===== src/rtl/core/pud_pkg.sv =====
// shared types and constants for the page upload deframer
// no dependencies
package pud_pkg;

  localparam int HEADER_LEN = 8;
  localparam int HDR_CNT_W  = 3;
  localparam logic [HDR_CNT_W-1:0] HDR_LAST = HDR_CNT_W'(HEADER_LEN - 1);
  localparam int NEED_W     = 29;
  localparam int CFG_IDX_W  = 3;
  localparam int CFG_DATA_W = 32;

  localparam logic [1:0] OP_DATA  = 2'd0;
  localparam logic [1:0] OP_OPEN  = 2'd1;
  localparam logic [1:0] OP_CLOSE = 2'd2;

  localparam logic [1:0] ERR_NONE     = 2'd0;
  localparam logic [1:0] ERR_INACTIVE = 2'd1;
  localparam logic [1:0] ERR_HEADER   = 2'd2;
  localparam logic [1:0] ERR_TOOBIG   = 2'd3;

  localparam logic [1:0] PH_IDLE   = 2'd0;
  localparam logic [1:0] PH_HEADER = 2'd1;
  localparam logic [1:0] PH_BODY   = 2'd2;

  localparam logic [CFG_IDX_W-1:0] CFG_MAGIC     = 3'd0;
  localparam logic [CFG_IDX_W-1:0] CFG_VERSION   = 3'd1;
  localparam logic [CFG_IDX_W-1:0] CFG_MAX_W     = 3'd2;
  localparam logic [CFG_IDX_W-1:0] CFG_MAX_H     = 3'd3;
  localparam logic [CFG_IDX_W-1:0] CFG_MAX_BYTES = 3'd4;

  typedef struct packed {
    logic [1:0] op;
    logic [7:0] data_byte;
  } in_t;

  typedef struct packed {
    logic        ok;
    logic [1:0]  error_code;
    logic        body_valid;
    logic [7:0]  body_byte;
    logic        page_start;
    logic [15:0] page_width;
    logic [15:0] page_height;
    logic [15:0] header_reserved;
    logic        page_done;
    logic [15:0] page_index;
    logic [15:0] pages_received;
  } out_t;

  typedef struct packed {
    logic [7:0]  magic_value;
    logic [7:0]  version_value;
    logic [15:0] max_width;
    logic [15:0] max_height;
    logic [31:0] page_size_limit;
  } cfg_t;

  typedef struct packed {
    logic [7:0]  magic;
    logic [7:0]  version;
    logic [15:0] width;
    logic [15:0] height;
  } hdr_fields_t;

  typedef struct packed {
    logic [1:0]        code;
    logic [NEED_W-1:0] need;
  } hdr_result_t;

endpackage


===== src/rtl/core/pud_header_check.sv =====
// header validation and body length for the page upload deframer
// depends on pud_pkg; body length is registered from the stored header bytes
module pud_header_check (
  input  logic                 clk,
  input  pud_pkg::hdr_fields_t hdr,
  input  pud_pkg::cfg_t        cfg,
  output pud_pkg::hdr_result_t result
);
  import pud_pkg::*;

  logic [13:0]       row_bytes;
  logic [29:0]       need_full;
  logic [NEED_W-1:0] need;
  logic [31:0]       total;

  assign row_bytes = 14'((17'(hdr.width) + 17'd7) >> 3);
  assign need_full = 30'(row_bytes) * 30'(hdr.height);

  // width and height bytes settle at least two transactions before the last header byte
  always_ff @(posedge clk) begin
    need <= need_full[NEED_W-1:0];
  end

  assign total = 32'(need) + 32'(HEADER_LEN);

  always_comb begin
    result.need = need;
    if (hdr.magic != cfg.magic_value || hdr.version != cfg.version_value) begin
      result.code = ERR_HEADER;
    end else if (hdr.width == 16'd0 || hdr.height == 16'd0 ||
                 hdr.width > cfg.max_width || hdr.height > cfg.max_height) begin
      result.code = ERR_HEADER;
    end else if (total > cfg.page_size_limit) begin
      result.code = ERR_TOOBIG;
    end else begin
      result.code = ERR_NONE;
    end
  end

endmodule


===== src/rtl/core/page_upload_deframer_top.sv =====
// page upload deframer top level: session control, header capture, body forwarding
// depends on pud_pkg and pud_header_check
//
// channel  dir  handshake                payload
// in       in   in_valid / in_ready      in_item  (pud_pkg::in_t)
// out      out  out_valid / out_ready    out_item (pud_pkg::out_t)
// cfg      in   cfg_we                   cfg_index, cfg_data
//
// one transaction per cycle while results are taken; each result is registered and appears in the cycle after its input
// the result register decides the rate: in_ready is low only while a result is held
// synchronous reset clears session state and loads register defaults
// a stalled output holds its result and blocks further input until taken
module page_upload_deframer_top (
  input  logic                           clk,
  input  logic                           rst,
  input  logic                           in_valid,
  output logic                           in_ready,
  input  pud_pkg::in_t                   in_item,
  output logic                           out_valid,
  input  logic                           out_ready,
  output pud_pkg::out_t                  out_item,
  input  logic                           cfg_we,
  input  logic [pud_pkg::CFG_IDX_W-1:0]  cfg_index,
  input  logic [pud_pkg::CFG_DATA_W-1:0] cfg_data
);
  import pud_pkg::*;

  cfg_t              cfg;
  logic [1:0]        phase, phase_next;
  logic [HDR_CNT_W-1:0] hcount, hcount_next;
  logic [NEED_W-1:0] body_need, body_need_next;
  logic [NEED_W-1:0] body_count, body_count_next;
  logic [NEED_W-1:0] body_count_inc;
  logic [15:0]       page_counter, page_counter_next;
  logic [1:0]        sticky, sticky_next;
  logic [7:0]        hdr_store [0:HEADER_LEN-2];
  logic              accept;
  logic              hdr_write;
  out_t              res;
  hdr_fields_t       hdr;
  hdr_result_t       hdr_res;

  assign in_ready = !out_valid || out_ready;
  assign accept   = in_valid && in_ready;

  always_ff @(posedge clk) begin
    if (rst) begin
      cfg.magic_value     <= 8'd80;
      cfg.version_value   <= 8'd1;
      cfg.max_width       <= 16'd2048;
      cfg.max_height      <= 16'd2048;
      cfg.page_size_limit <= 32'd524288;
    end else if (cfg_we) begin
      unique case (cfg_index)
        CFG_MAGIC:     cfg.magic_value     <= cfg_data[7:0];
        CFG_VERSION:   cfg.version_value   <= cfg_data[7:0];
        CFG_MAX_W:     cfg.max_width       <= cfg_data[15:0];
        CFG_MAX_H:     cfg.max_height      <= cfg_data[15:0];
        CFG_MAX_BYTES: cfg.page_size_limit <= cfg_data;
        default: ;
      endcase
    end
  end

  assign hdr.magic   = hdr_store[0];
  assign hdr.version = hdr_store[1];
  assign hdr.width   = {hdr_store[3], hdr_store[2]};
  assign hdr.height  = {hdr_store[5], hdr_store[4]};

  pud_header_check u_check (
    .clk    (clk),
    .hdr    (hdr),
    .cfg    (cfg),
    .result (hdr_res)
  );

  assign hdr_write = accept && in_item.op == OP_DATA && phase == PH_HEADER &&
                     hcount != HDR_LAST;

  // last header byte is used live and never stored
  always_ff @(posedge clk) begin
    if (hdr_write) begin
      hdr_store[hcount] <= in_item.data_byte;
    end
  end

  assign body_count_inc = body_count + NEED_W'(1);

  always_comb begin
    res               = '0;
    phase_next        = phase;
    hcount_next       = hcount;
    body_need_next    = body_need;
    body_count_next   = body_count;
    page_counter_next = page_counter;
    sticky_next       = sticky;
    unique case (in_item.op)
      OP_OPEN: begin
        if (phase != PH_IDLE) begin
          sticky_next    = ERR_INACTIVE;
          res.error_code = ERR_INACTIVE;
        end else begin
          phase_next        = PH_HEADER;
          hcount_next       = '0;
          body_need_next    = '0;
          body_count_next   = '0;
          page_counter_next = '0;
          sticky_next       = ERR_NONE;
          res.ok            = 1'b1;
        end
      end
      OP_CLOSE: begin
        res.pages_received = page_counter;
        phase_next         = PH_IDLE;
        res.ok             = (sticky == ERR_NONE);
        res.error_code     = sticky;
      end
      OP_DATA: begin
        unique case (phase)
          PH_HEADER: begin
            res.page_index = page_counter;
            if (hcount == HDR_LAST) begin
              hcount_next = '0;
              if (hdr_res.code != ERR_NONE) begin
                sticky_next    = hdr_res.code;
                phase_next     = PH_IDLE;
                res.error_code = hdr_res.code;
              end else begin
                body_need_next      = hdr_res.need;
                body_count_next     = '0;
                phase_next          = PH_BODY;
                res.ok              = 1'b1;
                res.page_start      = 1'b1;
                res.page_width      = hdr.width;
                res.page_height     = hdr.height;
                res.header_reserved = {in_item.data_byte, hdr_store[HEADER_LEN-2]};
              end
            end else begin
              hcount_next = hcount + HDR_CNT_W'(1);
              res.ok      = 1'b1;
            end
          end
          PH_BODY: begin
            res.ok         = 1'b1;
            res.body_valid = 1'b1;
            res.body_byte  = in_item.data_byte;
            res.page_index = page_counter;
            if (body_count_inc == body_need) begin
              res.page_done     = 1'b1;
              page_counter_next = page_counter + 16'd1;
              phase_next        = PH_HEADER;
              hcount_next       = '0;
              body_count_next   = '0;
              body_need_next    = '0;
            end else begin
              body_count_next = body_count_inc;
            end
          end
          default: begin
            sticky_next    = ERR_INACTIVE;
            res.error_code = ERR_INACTIVE;
          end
        endcase
      end
      default: ;
    endcase
  end

  always_ff @(posedge clk) begin
    if (rst) begin
      phase        <= PH_IDLE;
      hcount       <= '0;
      body_need    <= '0;
      body_count   <= '0;
      page_counter <= '0;
      sticky       <= ERR_NONE;
    end else if (accept) begin
      phase        <= phase_next;
      hcount       <= hcount_next;
      body_need    <= body_need_next;
      body_count   <= body_count_next;
      page_counter <= page_counter_next;
      sticky       <= sticky_next;
    end
  end

  always_ff @(posedge clk) begin
    if (rst) begin
      out_valid <= 1'b0;
    end else if (accept) begin
      out_valid <= 1'b1;
    end else if (out_ready) begin
      out_valid <= 1'b0;
    end
  end

  always_ff @(posedge clk) begin
    if (accept) begin
      out_item <= res;
    end
  end

endmodule


===== config.mk =====
export PLATFORM = sky130hd
export DESIGN_NAME = page_upload_deframer_top
export DESIGN_NICKNAME = d
export VERILOG_FILES = /design/src/rtl/core/pud_pkg.sv /design/src/rtl/core/pud_header_check.sv /design/src/rtl/core/page_upload_deframer_top.sv
export SDC_FILE = /design/constraint.sdc
export NUM_CORES = 1
export LEC_CHECK = 0
export ABC_AREA = 1
export BUFFER_PORTS_ARGS = -buffer_cell sky130_fd_sc_hd__buf_4
export CORE_ASPECT_RATIO = 1.1
export CORE_MARGIN = 5
export CORE_UTILIZATION = 26
export CTS_CLUSTER_DIAMETER = 100
export DETAILED_ROUTE_END_ITERATION = 16
export PLACE_DENSITY = 0.44
export SLEW_MARGIN = 20
export SYNTH_ARGS = -nofsm -noshare
export SYNTH_HDL_FRONTEND = slang
export SYNTH_HIERARCHICAL = 1
export SYNTH_SLANG_ARGS = --single-unit

===== constraint.sdc =====
create_clock -name clk -period 5.85 [get_ports clk]
set_input_delay 0.585 -clock clk [delete_from_list [all_inputs] [get_ports clk]]
set_output_delay 0.585 -clock clk [all_outputs]
set_load 0.01 [all_outputs]

==> impl.org <==
** Status
- Outcome :: complete, but fails checks
- Failing checks :: negative setup slack

** Critical path
- Critical path required time :: 6350 ps
- The worst register-to-register path has a setup slack of -250 ps.
- The critical path is of the reg2reg type.
- The worst setup path is captured at a flop.
- Slowest-stage cell, CP :: fa_1
- Cell family contributing the most delay on the critical path :: adder cells
- Counting buffers and inverters, the worst setup path is 29 cells deep.
- R2R cell count :: 29
- In this design, the stage delay of the slowest critical-path cell is 560 ps.
- Data arrival time of the critical path :: 6600 ps
- In this run the worst path has a maximum fanout of 5.
- Buffers and inverters on the worst path :: 6
- Type of element launching the critical path :: flop

** Global routing
- Global routing finished with a remaining overflow of 0.
- The first global-routing pass estimated around 120000 µm of wire.
- Antenna violations before repair :: 3
- The number of global-route vias before repair is 21200.
- GRT Overall Usage :: approximately 16%
- Pin count of the biggest net entering global routing :: 82

** Routing
- Wire length on met1 :: 34800 µm
- Total detailed-routing wirelength :: 79200 µm
- Post-detailed-route via-to-cell ratio :: around 4.4
- The detailed router used layers up to and including met4.
- Drt first pass iters :: 6
- Detailed routing placed a total of 39200 µm of wire on met2.
- Remaining design rule violation count :: 0
- The detailed router finished its first iteration with 1133 violations.
- In the detailed route, the total length drawn on met3 is roughly 2900 µm.
- The detailed router placed 20600 vias in this run.
- The detail route stage leaves a number of antenna-violating nets equal to 0.
- In the final routed layout, each cell accounts on average for 16.9 µm.

** Timing
- Setup repair after global routing could not meet its margin everywhere.
- The clock arrives with 16.4 ps of skew.
- Max transition margin :: between 20 and 30%
- For this run, the top clock speed supported by timing is 164 MHz.
- Final count of negative-setup-slack endpoints :: 15
- Across all hold checks on the routed design, the worst slack comes to 211 ps.
- Slew of the pin with the lowest slew margin :: 1050 ps
- The count of endpoints failing hold in the final timing report was 0.
- The worst path in the final design needs a cycle of a little over 6000 ps, including I/O delays and setup.
- Fin worst setup slack :: -252 ps
- Portion of the clock cycle consumed by the worst path in the final layout :: 104%
- The final number of max-transition violations came to 0.

** Final layout
- Final #Nets :: 3793
- In the final layout, the share of cells above drive strength 1 is 18.8%.
- Number of fill cells :: 9895
- Area occupied by registers :: between 8000 and 9000 µm²
- In the final layout, the multi-input gates occupy between 10000 and 15000 µm².
- Number of non-filler instances in the completed layout :: 4698
- Relative to the synthesized area, the layout overhead comes to 26.0%.
- Post-route cell area :: 30500 µm²

** Placed design
- Placement-stage worst setup slack :: -431 ps
- After legalization and detailed placement, the total HPWL measured 60700 µm.
- Placed Area :: about 28000 µm²
- At the end of routability-driven placement, the weighted congestion stood at roughly 0.84.
- Count of port buffers added during placement :: around 150
- Post-Place Cells :: 4577

** Logic synthesis
- Counting flops and latches in the post-synthesis netlist gives between 300 and 400.
- Share of flip-flops with an asynchronous set or reset after synthesis :: 0%
- In the post-synthesis netlist, the biggest area contributors are edfxtp_1, dfxtp_1, fa_1.
- In this run, synthesis inferred 150 flip-flops with an integrated enable.
- Area share of the leading cell type in the synthesized netlist :: around a fifth
- Ranked by instance count, the synthesized netlist is headed by nand2_1, nor2_1, inv_1, dfxtp_1, nand3_1.
- Fraction of the yosys area taken by sequential cells :: between 30 and 40%
- Mean area per synthesized cell :: 7.88 µm²
- The Yosys step of the flow raised 6 warnings.
- Mapped Nets :: 3442
- Counting distinct cell types in the post-synthesis netlist gives 55.
- After technology mapping, the gate count stands at 3068.
- Most numerous cell in the Yosys netlist :: nand2_1
- Post-synthesis instance area :: 24200 µm²
- Synth area leader :: edfxtp_1
- For this run, the leading register cell type out of synthesis is dfxtp_1.

** Floorplanning
- In this run the vertical extent of the chip is 330 µm.
- Number of top-level pins :: 146
- Starting density of the core :: 26.1%
- In this run the standard cell core region covers 92500 µm².
- Die area :: around 99000 µm²
- # rows :: ~120
- The die is 301 µm wide.

** Power and ir drop
- Dividing total power by cell area gives a power density of 187 nW/µm².
- Power Total :: 5.69 mW
- VDD sags by at most around 160 µV.
- Leakage power :: 13.7 nW

** CTS
- Maximum level of the CTS H-tree :: 2
- Clock transition at the registers of the reported paths :: 60 ps
- Clock buffer count from CTS :: 38
- Number of clock sinks seen by CTS :: 341
- Number of hold buffers added after cts :: 0
- Clock buffer depth :: 3
- Clock latency reported for the late side of the worst-skew pair :: 590 ps
- CTS placed an instance of clkbuf_16 at the clock tree root.
- TritonCTS built the clock tree.

** Hold path
- The worst hold path was traced through 3 stages.
- The tightest min-delay check is of the in2reg type.

** Flow run
- Across the run, the number of max-cap violations was 0.
[final cells by class]
cell class / count / area share (%)
Tap cell: 1249 / 5.13
Timing Repair Buffer: 398 / 10.3
Clock buffer: 50 / 3.30
Inverter: 529 / 6.59
Clock inverter: 19 / 0.718
Antenna cell: 1 / 0.00821
Sequential cell: 341 / 27.3
Multi-Input combinational cell: 2111 / 46.6
[path summary, 6_finish.rpt]
kind / endpoint / startpoint
setup / recovery: u_check/need[21] / hdr_store[2][0]
hold / removal: cfg[19] / cfg_data[19]
setup reg to reg: u_check/need[21] / hdr_store[2][0]
hold reg to reg: page_counter[13] / page_counter[13]
[kinds of logic (layout without fill, tap and decap cells)]
group / count (synthesis) / in the layout / synth area share, %
compound gates: 281 / 281 / 6.19
xor+xnor: 67 / 67 / 2.43
simple gates: 1439 / 1439 / 25.4
fa+ha+maj: 324 / 324 / 21.9
flops: 341 / 341 / 34.4
buf+inv: 616 / 996 / 9.75
other cells: 0 / 1 / 0
[stage by stage]
stage | setup TNS [ps] | utilization [%]
finish | -2360 | 32.9
global route | -8320 | 32.9
CTS | -3620 | 32.3
detailed placement | -5360 | 30.4
global placement | -4030 | 30.4
floorplan | -2.57 | -
[layout by cell type, fill, tap and decap left out, types with 20 or more instances in the layout]
master	n
nand2_1	563
nor2_1	510
inv_1	502
buf_4	380
dfxtp_1	191
nand3_1	161
fa_1	155
edfxtp_1	150
ha_1	139
a21oi_1	116
o21ai_0	105
xor2_1	45
clkbuf_16	41
nor2_2	35
nand4_1	34
nand2_2	22
ha_4	20
[layer usage]
layer	up-vias	track usage [%]
met3	111	1.72
met1	9778	20.1
met4	0	4.86
met2	368	28.2
li1	10300	-
met5	-	0
[repair_timing]
item / CTS / global route
pin swaps: 34 / 59
setup buffers: 35 / 14
resized for setup: 45 / 104
setup endpoints to repair: 19 / 130
cloned: 0 / 4
[state kept, by name, summed over array words and instances, names as in the netlist]
register	flops
out_item	94
cfg	80
hdr_store	56
body_count	29
body_need	29
u_check/need	29
page_counter	16
hcount	3
phase	2
sticky	2
out_valid	1
[worst min-delay path: stages]
cell	delay [ps]
buf_4	80
nand2_1	40
nand3_1	50
[power breakdown]
part	switching (mW)	internal [mW]
clock	1.08	1.36
combinational	0.379	0.249
sequential	0.0540	2.57
(Power assumes the default switching activity.)
